===== config.mk =====
export PLATFORM = sky130hd
export DESIGN_NAME = agc_gain_state_stepper_core
export DESIGN_NICKNAME = d
export VERILOG_FILES = /design/src/hdl/agcgss_pkg.sv /design/src/hdl/agc_gain_state_stepper_core.sv /design/src/hdl/agcgss_cfg_regs.sv /design/src/hdl/agcgss_step.sv
export VERILOG_INCLUDE_DIRS = /design/src /design/src/hdl
export SDC_FILE = /design/constraint.sdc
export NUM_CORES = 1
export LEC_CHECK = 0
export ABC_CLOCK_PERIOD_IN_PS = 8400
export BUFFER_PORTS_ARGS = -buffer_cell sky130_fd_sc_hd__buf_2
export CAP_MARGIN = 20
export CORE_MARGIN = 3
export CORE_UTILIZATION = 38
export DETAILED_ROUTE_END_ITERATION = 16
export PLACE_DENSITY_LB_ADDON = 0.2
export SYNTH_ARGS = -nofsm -noshare
export SYNTH_HDL_FRONTEND = slang
export SYNTH_HIERARCHICAL = 1
export SYNTH_SLANG_ARGS = --single-unit

===== constraint.sdc =====
create_clock -name clk -period 8.4 [get_ports clk]
set_input_delay 0.84 -clock clk [delete_from_list [all_inputs] [get_ports clk]]
set_output_delay 0.84 -clock clk [all_outputs]
set_load 0.02 [all_outputs]

===== src/hdl/agc_gain_state_stepper_core_defines.svh =====
// Assertion macros shared by the AGC gain state stepper RTL.
// No dependencies; included by files that carry concurrent assertions.
`ifndef AGC_GAIN_STATE_STEPPER_CORE_DEFINES_SVH
`define AGC_GAIN_STATE_STEPPER_CORE_DEFINES_SVH

`ifndef ASSERT_OFF
// same-cycle implication
`define AGC_ASSERT_IMPL(lbl, clk, rst_n, ante, cons) \
  lbl: assert property (@(posedge clk) disable iff (!rst_n) (ante) |-> (cons)) \
    else $error("assertion failed");
// next-cycle implication
`define AGC_ASSERT_NEXT(lbl, clk, rst_n, ante, cons) \
  lbl: assert property (@(posedge clk) disable iff (!rst_n) (ante) |=> (cons)) \
    else $error("assertion failed");
`else
`define AGC_ASSERT_IMPL(lbl, clk, rst_n, ante, cons)
`define AGC_ASSERT_NEXT(lbl, clk, rst_n, ante, cons)
`endif

`endif


===== src/hdl/agcgss_pkg.sv =====
// Types and constants for the AGC gain state stepper.
// No dependencies; used by every module of the block.
package agcgss_pkg;

  localparam int NUM_STATES = 2;
  localparam int STATE_W    = $clog2(NUM_STATES);
  localparam int TICK_W     = 32;
  localparam int LEVEL_W    = 15;
  localparam int GAIN_W     = 16;
  localparam int CFG_IDX_W  = 3;
  localparam int CFG_DATA_W = 32;

  localparam logic [STATE_W-1:0] STATE_ACTIVE = STATE_W'(0);
  localparam logic [STATE_W-1:0] STATE_LAST   = STATE_W'(NUM_STATES - 1);

  // configuration register indexes
  localparam logic [CFG_IDX_W-1:0] REG_GAIN_ACTIVE = 3'd0;
  localparam logic [CFG_IDX_W-1:0] REG_LOW_ACTIVE  = 3'd1;
  localparam logic [CFG_IDX_W-1:0] REG_HIGH_ACTIVE = 3'd2;
  localparam logic [CFG_IDX_W-1:0] REG_GAIN_QUIET  = 3'd3;
  localparam logic [CFG_IDX_W-1:0] REG_LOW_QUIET   = 3'd4;
  localparam logic [CFG_IDX_W-1:0] REG_HIGH_QUIET  = 3'd5;
  localparam logic [CFG_IDX_W-1:0] REG_HOLD_TICKS  = 3'd6;

  // reset values
  localparam logic [GAIN_W-1:0]  RST_GAIN_ACTIVE = 16'd0;
  localparam logic [LEVEL_W-1:0] RST_LOW_ACTIVE  = 15'd350;
  localparam logic [LEVEL_W-1:0] RST_HIGH_ACTIVE = 15'd30000;
  localparam logic [GAIN_W-1:0]  RST_GAIN_QUIET  = 16'd0;
  localparam logic [LEVEL_W-1:0] RST_LOW_QUIET   = 15'd0;
  localparam logic [LEVEL_W-1:0] RST_HIGH_QUIET  = 15'd400;
  localparam logic [TICK_W-1:0]  RST_HOLD_TICKS  = 32'd2000;

  typedef struct packed {
    logic [LEVEL_W-1:0] level;
    logic [TICK_W-1:0]  tick_now;
  } in_item_t;

  typedef struct packed {
    logic               gain_changed;
    logic [GAIN_W-1:0]  gain_value;
    logic [STATE_W-1:0] state_index;
  } out_item_t;

  typedef struct packed {
    logic [GAIN_W-1:0]  gain_active;
    logic [LEVEL_W-1:0] low_active;
    logic [LEVEL_W-1:0] high_active;
    logic [GAIN_W-1:0]  gain_quiet;
    logic [LEVEL_W-1:0] low_quiet;
    logic [LEVEL_W-1:0] high_quiet;
    logic [TICK_W-1:0]  hold_ticks;
  } cfg_t;

  typedef struct packed {
    logic [STATE_W-1:0] gain_state;
    logic [TICK_W-1:0]  below_time;
    logic [TICK_W-1:0]  last_stamp;
  } agc_state_t;

endpackage


===== src/hdl/agc_gain_state_stepper_core.sv =====
// Top level of the AGC gain state stepper: input register, step logic, result register.
// Depends on agcgss_pkg, agcgss_cfg_regs, agcgss_step and the defines header.
//
//   channel | direction | handshake            | payload
//   in_     | input     | in_valid / in_ready  | in_data  (level, tick_now)
//   out_    | output    | out_valid/out_ready  | out_data (gain_changed, gain_value, state_index)
//   cfg_    | input     | cfg_valid/cfg_ready  | cfg_index, cfg_data
//
// One transaction per cycle while out_ready does not stall; a taken input is held in the
// input register, then the step logic updates state and loads the result register.
// State feeds back from the state register through the 32-bit subtract, add and compare.
// Reset clears state to the active gain state with unset timers and loads register defaults.
// A stall on out_ready holds the result register; an empty input register still takes one more.
`include "agc_gain_state_stepper_core_defines.svh"

module agc_gain_state_stepper_core (
  input  logic                              clk,
  input  logic                              rst_n,
  input  logic                              in_valid,
  output logic                              in_ready,
  input  agcgss_pkg::in_item_t              in_data,
  output logic                              out_valid,
  input  logic                              out_ready,
  output agcgss_pkg::out_item_t             out_data,
  input  logic                              cfg_valid,
  output logic                              cfg_ready,
  input  logic [agcgss_pkg::CFG_IDX_W-1:0]  cfg_index,
  input  logic [agcgss_pkg::CFG_DATA_W-1:0] cfg_data
);
  import agcgss_pkg::*;

  cfg_t       cfg;
  agc_state_t state_r;
  agc_state_t state_nxt;
  in_item_t   s1_item_r;
  logic       s1_valid_r;
  out_item_t  res;
  out_item_t  out_r;
  logic       out_valid_r;
  logic       out_adv;
  logic       upd;
  logic       timers_clear;
  logic       gain_ok;

  assign cfg_ready = 1'b1;

  agcgss_cfg_regs u_cfg (
    .clk      (clk),
    .rst_n    (rst_n),
    .wr_en    (cfg_valid),
    .wr_index (cfg_index),
    .wr_data  (cfg_data),
    .cfg      (cfg)
  );

  agcgss_step u_step (
    .item (s1_item_r),
    .cfg  (cfg),
    .cur  (state_r),
    .nxt  (state_nxt),
    .res  (res)
  );

  assign out_adv  = !out_valid_r || out_ready;
  assign in_ready = !s1_valid_r || out_adv;
  assign upd      = s1_valid_r && out_adv;

  always_ff @(posedge clk) begin
    if (!rst_n) begin
      s1_valid_r  <= 1'b0;
      out_valid_r <= 1'b0;
      state_r     <= '0;
    end else begin
      if (in_ready) begin
        s1_valid_r <= in_valid;
      end
      if (out_adv) begin
        out_valid_r <= s1_valid_r;
      end
      if (upd) begin
        state_r <= state_nxt;
      end
    end
  end

  always_ff @(posedge clk) begin
    if (in_valid && in_ready) begin
      s1_item_r <= in_data;
    end
    if (upd) begin
      out_r <= res;
    end
  end

  assign out_valid = out_valid_r;
  assign out_data  = out_r;

  assign timers_clear = (state_r.below_time == '0) && (state_r.last_stamp == '0);
  assign gain_ok      = out_data.gain_value ==
                        ((out_data.state_index == STATE_ACTIVE) ? cfg.gain_active
                                                                : cfg.gain_quiet);

  // result reports the state that the update leaves behind
  `AGC_ASSERT_NEXT(a_state_matches, clk, rst_n, upd, out_data.state_index == state_r.gain_state)
  // every switch clears both timers
  `AGC_ASSERT_NEXT(a_switch_clears, clk, rst_n, upd && res.gain_changed, timers_clear)
  // delivered gain belongs to the reported state
  `AGC_ASSERT_IMPL(a_gain_of_state, clk, rst_n, out_valid && out_ready, gain_ok)

endmodule


===== src/hdl/agcgss_cfg_regs.sv =====
// Configuration register file of the AGC gain state stepper.
// Depends on agcgss_pkg.
module agcgss_cfg_regs (
  input  logic                                clk,
  input  logic                                rst_n,
  input  logic                                wr_en,
  input  logic [agcgss_pkg::CFG_IDX_W-1:0]    wr_index,
  input  logic [agcgss_pkg::CFG_DATA_W-1:0]   wr_data,
  output agcgss_pkg::cfg_t                    cfg
);
  import agcgss_pkg::*;

  cfg_t cfg_r;
  cfg_t cfg_nxt;

  always_comb begin
    cfg_nxt = cfg_r;
    if (wr_en) begin
      case (wr_index)
        REG_GAIN_ACTIVE: cfg_nxt.gain_active = wr_data[GAIN_W-1:0];
        REG_LOW_ACTIVE:  cfg_nxt.low_active  = wr_data[LEVEL_W-1:0];
        REG_HIGH_ACTIVE: cfg_nxt.high_active = wr_data[LEVEL_W-1:0];
        REG_GAIN_QUIET:  cfg_nxt.gain_quiet  = wr_data[GAIN_W-1:0];
        REG_LOW_QUIET:   cfg_nxt.low_quiet   = wr_data[LEVEL_W-1:0];
        REG_HIGH_QUIET:  cfg_nxt.high_quiet  = wr_data[LEVEL_W-1:0];
        REG_HOLD_TICKS:  cfg_nxt.hold_ticks  = wr_data[TICK_W-1:0];
        default:         cfg_nxt = cfg_r;
      endcase
    end
  end

  always_ff @(posedge clk) begin
    if (!rst_n) begin
      cfg_r.gain_active <= RST_GAIN_ACTIVE;
      cfg_r.low_active  <= RST_LOW_ACTIVE;
      cfg_r.high_active <= RST_HIGH_ACTIVE;
      cfg_r.gain_quiet  <= RST_GAIN_QUIET;
      cfg_r.low_quiet   <= RST_LOW_QUIET;
      cfg_r.high_quiet  <= RST_HIGH_QUIET;
      cfg_r.hold_ticks  <= RST_HOLD_TICKS;
    end else begin
      cfg_r <= cfg_nxt;
    end
  end

  assign cfg = cfg_r;

endmodule


===== src/hdl/agcgss_step.sv =====
// Next-state and result logic for one level measurement.
// Depends on agcgss_pkg.
module agcgss_step (
  input  agcgss_pkg::in_item_t   item,
  input  agcgss_pkg::cfg_t       cfg,
  input  agcgss_pkg::agc_state_t cur,
  output agcgss_pkg::agc_state_t nxt,
  output agcgss_pkg::out_item_t  res
);
  import agcgss_pkg::*;

  logic [LEVEL_W-1:0] lo;
  logic [LEVEL_W-1:0] hi;
  logic               below;
  logic               above;
  logic [TICK_W-1:0]  dt;
  logic [TICK_W:0]    sum;
  logic [TICK_W-1:0]  acc;
  logic               hold_hit;
  logic               changed;

  always_comb begin
    lo = (cur.gain_state == STATE_ACTIVE) ? cfg.low_active  : cfg.low_quiet;
    hi = (cur.gain_state == STATE_ACTIVE) ? cfg.high_active : cfg.high_quiet;
    below = item.level < lo;
    above = item.level > hi;

    // elapsed time wraps with the tick counter; accumulator saturates
    dt       = item.tick_now - cur.last_stamp;
    sum      = {1'b0, cur.below_time} + {1'b0, dt};
    acc      = sum[TICK_W] ? {TICK_W{1'b1}} : sum[TICK_W-1:0];
    hold_hit = acc >= cfg.hold_ticks;

    nxt     = cur;
    changed = 1'b0;
    if (below) begin
      if (cur.last_stamp == '0) begin
        nxt.last_stamp = item.tick_now;
      end else if (hold_hit) begin
        if (cur.gain_state != STATE_LAST) begin
          nxt.gain_state = cur.gain_state + STATE_W'(1);
        end
        nxt.below_time = '0;
        nxt.last_stamp = '0;
        changed        = 1'b1;
      end else begin
        nxt.below_time = acc;
        nxt.last_stamp = item.tick_now;
      end
    end else if (above) begin
      if (cur.gain_state != STATE_ACTIVE) begin
        nxt.gain_state = STATE_ACTIVE;
        nxt.below_time = '0;
        nxt.last_stamp = '0;
        changed        = 1'b1;
      end
    end else begin
      nxt.below_time = '0;
      nxt.last_stamp = '0;
    end

    res.gain_changed = changed;
    res.gain_value   = (nxt.gain_state == STATE_ACTIVE) ? cfg.gain_active : cfg.gain_quiet;
    res.state_index  = nxt.gain_state;
  end

endmodule


==> summary.md, run 1 <==
| Metric | Value |
|---|---|
| Die area | `around 0.044 mm^2` |
| Fillers | `slightly below 4k` |
| Number of library cell types mapped by synthesis | `77` |
| DR WL met2 | `between 15000 and 20000 um` |
| #FFs+latches synth | `between 200 and 300` |
| CTS tree | `yes` |
| Die height | `approximately 210 um` |
| Max Cap Viol | `0` |
| Final WS setup | `approximately 0.91 ns` |
| Fin crit period | `approximately 7.5 ns` |
| Area contributors post-synth | `dfxtp_1, mux2i_1, edfxtp_1, ha_1, nand2_1` |
| Status | `complete, no violations` |
| Cells after Synth | `1694` |
| Layout Skew | `0.01238 ns` |
| Max layer used | `met4` |
| WHS Endpoint | `s1_item_r[46]` |
| Initial Util | `about two fifths` |
| Primary FF master, synth | `dfxtp_1` |
| Sw Ratio | `31.81%` |
| Post-DP HPWL | `29340 um` |
| Post-synthesis sequential area ratio | `a little over a third` |
| Syn Std Cell Area | `~0.016 mm^2` |
| Post-synth EDFFs | `65` |
| Register Area | `between 0.005 and 0.006 mm^2` |
| N_diodes | `0` |
| Met1 WL | `slightly below 20000 um` |
| FF-to-FF path depth | `30` |
| Post-Synthesis Net Count | `1907` |
| Psw | `~1.1 mW` |
| Largest net degree at the start of global routing | `131` |
| Setup TNS | `0 ns` |
| Combinational Power Share | `between 20% and 30%` |
| Mean post-synth cell area | `approximately 9.3 um^2` |
| Vias in the first global route | `about 12k` |
| DRT Pass-1 Iters | `5` |
| Cell accounting for the most synthesized area | `dfxtp_1` |
| RSZ-0062 raised after global routing | `no` |
| Drt drc | `0` |
| Hold WC Path Type | `input port to flip-flop` |
| Post-Layout Cell Count | `roughly 2.3k` |
| Gr usage total | `between 10% and 20%` |
| CP endpoint kind | `flip-flop` |
| Max-slew violations | `0` |
| Worst r2r src | `s1_item_r[0]` |
| I/O pins | `around 110` |
| Yosys Warn Count | `6` |
| Pwr dens | `~200 mW/mm^2` |
| Critical path peak fanout | `17` |
| Post-CTS setup-driven buffer insertion count | `0` |
| Share of cells above drive strength 1 | `12.04%` |
| Final period utilization | `a little under 90%` |
| First-pass GRT wire length | `about 64000 um` |
| Remaining Overflow, GRT | `0` |
| Detail Route met3 WL | `roughly 1700 um` |
| Core Footprint | `0.04037 mm^2` |
| Most used cell, CP | `a21o_1` |
| Clock power share | `roughly a third` |
| Via count | `12.26k` |
| CTS hold repair buffers | `0` |
| Final Cell Area | `between 0.015 and 0.02 mm^2` |
| H-tree Lvls | `1` |
| Worst Min Path Start | `in_data[46]` |
| Hold Crit Depth | `1` |
| CTS max path bufs | `3` |
| Internal | `2.400 mW` |
| Port Buffer Count | `106` |
| Worst reg2reg endpoint | `out_data[5]` |
| Critical path arrival | `a little under 8 ns` |
| Num CTS Buffers | `29` |
| Max Fclk | `0.1335 GHz` |
| Finish-stage setup viols | `0` |
| Placed cells | `between 2k and 2.5k` |
| Startpoint types | `flip-flop` |
| Worst path required time | `between 8 and 9 ns` |
| Post-DR vias/cell | `~5.3` |
| Initial DRC count | `around 610` |
| Root Driver | `clkbuf_16` |
| Leakage Power | `between 7 and 8 nW` |
| RePlAce Congestion | `slightly below 0.9` |
| Final Hold Fails | `0` |
| Worst path max stage delay | `about 0.42 ns` |
| Flop pwr share | `a little under two fifths` |
| Crit. path cell count | `30` |
| Tightest Pin Transition | `1.034 ns` |
| WL final | `between 40000 and 50000 um` |
| Post-CTS Resized | `0` |
| Clock sink total | `approximately 260` |
| Pre-CTS setup slack | `slightly below 0.9 ns` |
| Yosys top cell area share | `24.27%` |
| WP buf/inv | `4` |
| Die X | `209.6 um` |
| Final ANT Viol Nets | `0` |
| Crit path max-delay family | `compound AO/OA/AOI/OAI gates` |
| Synth-to-Final Area Change | `11.59%` |
| Worst vdd ir | `0.1453 mV` |
| Nets@finish | `approximately 2k` |
| Max_slew headroom | `between 30% and 40%` |
| Critical path class | `flip-flop to flip-flop` |
| Clk Latency, worst-skew pair | `about 0.56 ns` |
| FP Rows | `73` |
| Pwr Total | `between 3 and 4 mW` |
| FFs w/ async S/R, synth | `0%` |
| Internal reg-to-reg setup slack | `slightly above 0.9 ns` |
| Multi-input logic area | `~0.0092 mm^2` |
| Slowest CP cell | `fa_1` |
| Clk slew on worst S/H paths | `approximately 0.060 ns` |
| Dpl cell area | `0.01664 mm^2` |
| Per-cell routed wire length | `approximately 17 um` |
| Initial antenna violation count | `0` |
-- cells in the final DEF, fill, tap and decap left out, types with 7 or more instances in the layout --
cell,Yosys,layout
a22o_1,60,60
a21oi_1,73,73
inv_1,82,82
nand2b_1,7,7
o211ai_1,8,8
dfxtp_1,191,190
nor4_1,12,12
o21bai_1,12,12
nand3_1,13,13
nand2_1,332,332
ha_1,124,124
a21o_1,42,42
nor3_1,9,9
mux2i_1,219,219
and2_1,8,7
xnor2_1,31,31
nor2b_1,49,48
o21ai_0,37,37
a211oi_1,13,13
buf_4,9,17
nor2_1,46,44
clkbuf_1,43,8
mux2_2,8,8
edfxtp_1,65,65
o21a_1,8,8
o21ai_1,8,8
a31oi_1,9,9
and3_1,14,14
xor2_1,19,19
mux2_4,9,9
nand4_1,17,17
clkbuf_16,0,30
buf_2,23,105
-- power groups by stage --
stage	logic, mW	clock network (mW)	registers (mW)
floorplan	0.703	0	1.37
global placement	0.919	0	1.38
detailed placement	0.932	0	1.38
CTS	0.936	1.28	1.35
global route	1.04	1.33	1.36
finish	0.932	1.24	1.35
-- Yosys cell counts (9+ instances only) --
cell type,instances
dfxtp_1,191
xor2_1,19
inv_1,82
and3_1,14
xnor2_1,31
a21o_1,42
o21bai_1,12
nor2_1,46
mux2_4,9
buf_2,23
nor4_1,12
a21oi_1,73
nand2_1,332
nand4_1,17
clkbuf_1,43
a31oi_1,9
edfxtp_1,65
buf_4,9
nor3_1,9
nor2b_1,49
nand3_1,13
ha_1,124
a22o_1,60
o21ai_0,37
mux2i_1,219
a211oi_1,13
-- flip-flops by register name, summed over array words and instances (netlist names) --
name	cells
out_data	18
out_valid	1
s1_item_r	47
s1_valid_r	1
state_r	65
u_cfg/cfg	124
-- how the worst max path moves through the flow --
stage / from / end
3_5_place_dp: s1_item_r[0] / out_data[5]
3_3_place_gp: s1_item_r[0] / out_data[6]
4_1_cts: s1_item_r[0] / out_data[5]
5_1_grt: s1_item_r[0] / state_r[61]
6_report: s1_item_r[0] / out_data[5]
2_1_floorplan: s1_item_r[0] / out_data[10]
-- logic make-up (layout without fill, tap and decap cells) --
group           count (synthesis)  after routing  share of synthesized area [%]
other cells                     1              1                        0.02380
fa+ha+maj                     126            126                          10.10
flops                         256            256                          36.66
compound gates                317            317                          14.36
simple gates                  539            539                          15.72
buf+inv                       169            260                          5.026
xor+xnor                       50             50                          2.779
mux                           236            236                          15.34
-- final cells by class --
cell class                 instances  share of cell area [%]
clock buffer                      42                   4.754
clock inverter                    12                  0.5266
tap                              525                   3.736
inverter                          82                   1.751
timing repair buffer             124                   3.878
multi-input combinational       1269                   52.50
sequential                       256                   32.86
-- metrics by stage --
step | hold slack (ns) | utilization, %
finish | 0.4453 | 43.55
global route | 0.4142 | 43.55
CTS | 0.4161 | 43.51
detailed placement | 0.4498 | 41.21
global placement | 0.4415 | 41.21
floorplan | 0.4341 | -
-- per-layer routing --
metal  vias up  track usage [%]
li1       6156                -
met1      5830            24.95
met2       220            28.53
met3        53            2.496
met4         0            3.926
met5         -                0
No activity file was read; power rests on OpenSTA's default activity.
==> inputs of run 2 (changes only) <==
Settings changed: ABC_AREA set to 1.
==> summary.md, run 2 <==
| Metric | Value |
|---|---|
| Number of library cell types mapped by synthesis | `52 (-32%)` |
| Pre-CTS setup slack | `1.506 ns (+0.6190 ns)` |
| Post-CTS setup-driven buffer insertion count | `0 (unchanged)` |
| Root Driver | `clkbuf_16` |
| Cell accounting for the most synthesized area | `dfxtp_1` |
| Flop pwr share | `33.4% (-5.0 points)` |
| Global-route track usage on met2 | `32.51% (+4.0 points)` |
| Worst Min Path Start | `in_data[37]` |
| Per-cell routed wire length | `15.81 um (-9.0%)` |
| Die area | `0.04957 mm^2 (+13%)` |
| Clk Latency, worst-skew pair | `0.61 ns (+0.05 ns)` |
| Leakage Power | `9.403 nW (+26%)` |
| Synth-to-Final Area Change | `10.17%` |
| Most used cell, CP | `nand2_1` |
| Synth Area in XOR/XNOR | `1.866% (-0.91 points)` |
| CTS hold repair buffers | `0 (unchanged)` |
| CP startpoint | `s1_item_r[0]` |
| Syn Std Cell Area | `0.01783 mm^2 (+13%)` |
| Via count | `16.93k (+38%)` |
| Die X | `222.6 um (+6.2%)` |
| First-pass GRT wire length | `84520 um (+33%)` |
| Mean post-synth cell area | `6.574 um^2 (-29%)` |
| Initial Util | `38.88% (-0.15 points)` |
| Final period utilization | `82.23% (-7.0 points)` |
| Startpoint types | `flip-flop` |
| Synth cell count leaders | `nand2_1, nor2_1, inv_1` |
| CTS tree | `yes` |
| Critical path class | `flip-flop to flip-flop` |
| FFs w/ async S/R, synth | `0% (unchanged)` |
| Max Fclk | `0.1448 GHz (+8.5%)` |
| Psw | `1.559 mW (+39%)` |
| Combinational Power Share | `34.9% (+8.4 points)` |
| Max FFs per register | `124 (unchanged)` |
| Final ANT Viol Nets | `0 (unchanged)` |
| Core Footprint | `0.04587 mm^2 (+14%)` |
| Pwr Total | `4.143 mW (+18%)` |
| Synth Area in Simple Gates | `37.84% (+22 points)` |
| Tightest Pin Transition | `1.007 ns (-0.02609 ns)` |
| WL final | `53390 um (+33%)` |
| CP endpoint kind | `flip-flop` |
| Clk slew on worst S/H paths | `0.06 ns (about the same)` |
| Max-slew violations | `0 (unchanged)` |
| FP Rows | `78 (+6.8%)` |
| Post-CTS Resized | `0 (unchanged)` |
| Post-synthesis sequential area ratio | `32.38% (-4.3 points)` |
| Adder-Cell Fraction of Synth Area | `8.924% (-1.2 points)` |
| CTS max path bufs | `3 (unchanged)` |
| Critical path peak fanout | `60 (+43)` |
| Setup TNS | `0 ns (unchanged)` |
| Share of cells above drive strength 1 | `8.531% (-3.5 points)` |
| Register Area | `0.005781 mm^2 (about the same)` |
| Largest net degree at the start of global routing | `99 (-24%)` |
| #FFs+latches synth | `256 (unchanged)` |
| Nets@finish | `2967 (+50%)` |
| Multiplexer share of the synthesized area | `1.571% (-14 points)` |
| Yosys top cell area share | `21.44% (-2.8 points)` |
| Layout Skew | `0.05533 ns (+0.04296 ns)` |
| Largest family of logic cells by synthesized area | `simple AND/OR/NAND/NOR gates` |
| Clock sink total | `256 (unchanged)` |
| WP buf/inv | `6 (+2)` |
| Gr usage total | `20.88% (+3.3 points)` |
| Cells after Synth | `2713 (+60%)` |
| Die height | `222.6 um (+6.2%)` |
| H-tree Lvls | `1 (unchanged)` |
| GR Layer Usage met1 | `29.76% (+4.8 points)` |
| Most common cell in the netlist | `nand2_1` |
| Pwr dens | `210.9 mW/mm^2 (+5.3%)` |
| Internal reg-to-reg setup slack | `1.49 ns (+0.59 ns)` |
| Vias in the first global route | `15.65k (+33%)` |
| Initial DRC count | `1317 (+120%)` |
| Worst r2r src | `s1_item_r[0]` |
| Critical path arrival | `7.41 ns (-0.40 ns)` |
| Commonest non-fill, non-tap cells in the layout | `nand2_1, nor2_1, inv_1` |
| Worst vdd ir | `0.1417 mV (-2.4%)` |
| M3 GR Usage | `3.409% (+0.91 points)` |
| Worst path required time | `8.90 ns (+0.19 ns)` |
| GRT Max-Usage Layer | `met2` |
| I/O pins | `108 (unchanged)` |
| Drt drc | `0 (unchanged)` |
| Port Buffer Count | `106 (unchanged)` |
| Commonest non-fill, non-tap cell in the layout | `nand2_1` |
| Post-synth EDFFs | `65 (unchanged)` |
| Remaining Overflow, GRT | `0 (unchanged)` |
| Final WS setup | `1.493 ns (+0.5860 ns)` |
| RSZ-0062 raised after global routing | `no` |
| Slowest CP cell | `buf_4` |
| Fillers | `4927 (+25%)` |
| Max Cap Viol | `0 (unchanged)` |
| Internal | `2.584 mW (+7.7%)` |
| Finish-stage setup viols | `0 (unchanged)` |
| Area contributors post-synth | `dfxtp_1, nand2_1, edfxtp_1, nand3_1, ha_1` |
| Fin crit period | `6.907 ns (-0.5860 ns)` |
| Final Hold Fails | `0 (unchanged)` |
| N_diodes | `0 (unchanged)` |
| Placed cells | `3321 (+47%)` |
| Synth Area in Compound Gates | `6.475% (-7.9 points)` |
| Primary FF master, synth | `dfxtp_1` |
| Status | `complete, no violations` |
| Num CTS Buffers | `30 (+3.4%)` |
| Post-DR vias/cell | `5.011 (-5.6%)` |
| Sw Ratio | `37.62% (+5.8 points)` |
| Worst path max stage delay | `0.56 ns (+0.14 ns)` |
| Multi-input logic area | `0.01014 mm^2 (+9.9%)` |
| Post-Layout Cell Count | `3378 (+46%)` |
| DRT Pass-1 Iters | `6 (+1)` |
| Post-Synthesis Net Count | `2926 (+53%)` |
| Max_slew headroom | `32.84% (+1.7 points)` |
| Hold WC Path Type | `input port to flip-flop` |
| RePlAce Congestion | `0.9516 (+7.1%)` |
| Crit path max-delay family | `simple AND/OR/NAND/NOR gates` |
| Post-DP HPWL | `39100 um (+33%)` |
| Clock power share | `31.8% (-3.4 points)` |
| Initial antenna violation count | `2 (+2)` |
| Yosys Warn Count | `6 (unchanged)` |
[run 2: cell types whose count changed after synthesis, moves of 76 or more]
cell,delta
nand3_1,+311
mux2i_1,-191
inv_1,+262
nor2_1,+312
nand2_1,+468
a21oi_1,+76
[run 2: through the flow]
step                      cell area [um^2]  utilization [%]  hold slack, ns
final                                19650            42.83          0.4096
after global routing                 19650            42.83          0.3814
after CTS                            19630            42.79          0.3803
after detailed placement             18620            40.60          0.4514
after global placement               18620            40.60          0.4392
after floorplan                      17830                -          0.4286
[run 2: cell families after synthesis]
group                    count (synthesis)
AND/OR/NAND/NOR                       1591
adder cells (fa/ha/maj)                126
XOR/XNOR                                38
AO/OA/AOI/OAI                          213
buffers and inverters                  460
other                                    1
multiplexers                            28
flip-flops                             256
[run 2: cell type report]
type                       count  area share (%)
multi-input combinational   1997           51.63
sequential                   256           29.42
inverter                     348           6.648
clock buffer                  43           4.381
tap                          600           3.821
timing repair buffer         121           3.369
clock inverter                13          0.7323
[run 2: worst reg2reg max path: cells and delay by family (launching register included)]
kind | cells | cell delay, ns
fa+ha+maj | 4 | 1.25
compound gates | 10 | 1.86
simple gates | 19 | 2.09
flops | 1 | 0.40
buf+inv | 6 | 1.27
[run 2: power groups by stage]
| stage | logic (mW) | registers, mW | clock network [mW] |
|---|---|---|---|
| 2_1_floorplan | 1.05 | 1.40 | 0 |
| 3_3_place_gp | 1.41 | 1.41 | 0 |
| 3_5_place_dp | 1.43 | 1.41 | 0 |
| 4_1_cts | 1.44 | 1.38 | 1.35 |
| 5_1_grt | 1.63 | 1.39 | 1.40 |
| 6_report | 1.44 | 1.38 | 1.32 |
[run 2: metal layers]
layer  wire [um]  vias to the layer above
met1       25550                     7754
met5          27                        -
met4        1476                        4
li1            -                     8700
met3        2974                       87
met2       23360                      383
[run 2: path summary, 6_finish.rpt]
path | endpoint | cells after the start
min | s1_item_r[37] | 1
min reg2reg | u_cfg/cfg[6] | 2
max | state_r[53] | 39
max reg2reg | state_r[53] | 39
==> inputs of run 3 (changes only) <==
Settings changed: ABC_CLOCK_PERIOD_IN_PS 8400 to 5800.
Clock period 8.4 ns to 5.8 ns, I/O delays scaled along.
==> summary.md, run 3 (synthesis results as in run 2) <==
| Metric | Value |
|---|---|
| Tightest Pin Transition | `1.139 ns (+0.1314 ns)` |
| Max Cap Viol | `0 (unchanged)` |
| Finish-stage setup viols | `0 (unchanged)` |
| Startpoint types | `flip-flop` |
| Worst vdd ir | `0.1881 mV (+33%)` |
| Share of cells above drive strength 1 | `15.91% (+7.4 points)` |
| Dpl cell area | `0.01918 mm^2 (+3.0%)` |
| Layout Skew | `0.04525 ns (-0.01009 ns)` |
| Post-DP HPWL | `39730 um (+1.6%)` |
| Hold WC Path Type | `input port to flip-flop` |
| Initial antenna violation count | `0 (-2)` |
| Clock sink total | `256 (unchanged)` |
| Detail Route met3 WL | `2867 um (-3.6%)` |
| Critical path peak fanout | `17 (-72%)` |
| CP endpoint kind | `flip-flop` |
| Num CTS Buffers | `30 (unchanged)` |
| Initial Util | `38.88% (unchanged)` |
| Pwr dens | `308.1 mW/mm^2 (+46%)` |
| Max Fclk | `0.1812 GHz (+25%)` |
| Final core occ | `46.31% (+3.5 points)` |
| I/O pins | `108 (unchanged)` |
| Largest net degree at the start of global routing | `110 (+11%)` |
| CTS max path bufs | `3 (unchanged)` |
| WL final | `55760 um (+4.4%)` |
| Max FFs per register | `124 (unchanged)` |
| Critical path class | `flip-flop to flip-flop` |
| Die X | `222.6 um (unchanged)` |
| Fin crit period | `5.520 ns (-1.387 ns)` |
| Commonest non-fill, non-tap cell in the layout | `nand2_1` |
| DRT Pass-1 Iters | `6 (unchanged)` |
| N_diodes | `0 (unchanged)` |
| Per-cell routed wire length | `16.08 um (+1.8%)` |
| Die area | `0.04957 mm^2 (unchanged)` |
| Post-DR vias/cell | `5.011 (about the same)` |
| Root Driver | `clkbuf_16` |
| Vias in the first global route | `15.96k (+2.0%)` |
| Via count | `17.37k (+2.6%)` |
| Max layer used | `met4` |
| Worst path max stage delay | `0.40 ns (-0.16 ns)` |
| Gr usage total | `20.98% (+0.094 points)` |
| Synth-to-Final Area Change | `19.10%` |
| Nets@finish | `3056 (+3.0%)` |
| Critical path arrival | `6.03 ns (-1.38 ns)` |
| Slowest CP cell | `edfxtp_1` |
| Drt drc | `0 (unchanged)` |
| Status | `complete, no violations` |
| Remaining Overflow, GRT | `0 (unchanged)` |
| Placed cells | `3387 (+2.0%)` |
| Initial DRC count | `1241 (-5.8%)` |
| CTS tree | `yes` |
| Port Buffer Count | `106 (unchanged)` |
| RePlAce Congestion | `0.9439 (-0.81%)` |
| Clk slew on worst S/H paths | `0.07 ns (about the same)` |
| Max-slew violations | `0 (unchanged)` |
| First-pass GRT wire length | `85280 um (+0.91%)` |
| Core Footprint | `0.04587 mm^2 (unchanged)` |
| Post-Layout Cell Count | `3467 (+2.6%)` |
| Final period utilization | `95.18% (+13 points)` |
| Leakage Power | `10.02 nW (+6.5%)` |
| Commonest non-fill, non-tap cells in the layout | `nand2_1, nor2_1, inv_1` |
| DR WL met2 | `24970 um (+6.9%)` |
| Final ANT Viol Nets | `0 (unchanged)` |
| Worst path required time | `6.31 ns (-2.59 ns)` |
| Most used cell, CP | `nand2_2` |
| Met1 WL | `26720 um (+4.6%)` |
| FP Rows | `78 (unchanged)` |
| Max_slew headroom | `24.08% (-8.8 points)` |
| H-tree Lvls | `1 (unchanged)` |
| Final Cell Area | `0.02124 mm^2 (+8.1%)` |
| Die height | `222.6 um (unchanged)` |
| Clk Latency, worst-skew pair | `0.61 ns (about the same)` |
| Final Hold Fails | `0 (unchanged)` |
[run 3: worst paths after layout]
check	slack, ns	start	cells past startpoint	to
min reg2reg	0.46	u_cfg/cfg[36]	2	u_cfg/cfg[36]
max	0.28	s1_item_r[0]	43	state_r[34]
max reg2reg	0.28	s1_item_r[0]	43	state_r[34]
min	0.14	in_data[39]	1	s1_item_r[39]
[run 3: stage by stage]
step | hold slack [ns] | setup TNS [ns] | total power [mW] | worst slack, ns
2_1_floorplan | 0.4286 | 0 | 3.536 | 0.7521
3_3_place_gp | 0.4432 | -0.1766 | 4.270 | -0.04130
3_5_place_dp | 0.4495 | -6.700 | 4.301 | -0.1305
4_1_cts | 0.1062 | 0 | 6.259 | 0.03045
5_1_grt | 0.1169 | -1.508 | 6.951 | -0.08291
6_report | 0.1430 | 0 | 6.543 | 0.2797
[run 3: final cells by class]
cell class,instances,area [um^2]
Clock buffer,36,793.3
Clock inverter,20,182.7
Fill cell,4758,24630
Inverter,348,1306
Multi-Input combinational cell,1997,10880
Sequential cell,256,5781
Tap cell,600,750.7
Timing Repair Buffer,210,1549
[run 3: power breakdown]
part	switching (mW)	total (mW)	leakage, nW	internal (mW)
Combinational	1.61	2.65	7.34	1.04
Sequential	0.0812	2.01	2.20	1.93
Clock	0.813	1.88	0.479	1.07
[run 3: metal layers]
| layer | up-vias | track usage, % |
|---|---|---|
| met1 | 8044 | 29.82 |
| li1 | 8881 | - |
| met5 | - | 0 |
| met4 | 0 | 4.984 |
| met2 | 373 | 33.97 |
| met3 | 75 | 2.563 |
[run 3: critical path, delay by kind of cell (launching register included)]
kind                       cells  cell delay (ns)
adders and majority gates      4             0.94
and+or+nand+nor               21             1.85
AOI/OAI and AO/OA              8             1.09
buffers and inverters         10             1.11
DFF                            1             0.40
[run 3: timing repair]
item                                    in CTS  in global routing
buffers inserted                             1                 17
pin swaps                                    1                 31
gates resized for setup                     17                147
endpoints found under the setup margin      76                 82
cloned                                       1                  6
hold buffers                                 0                  0
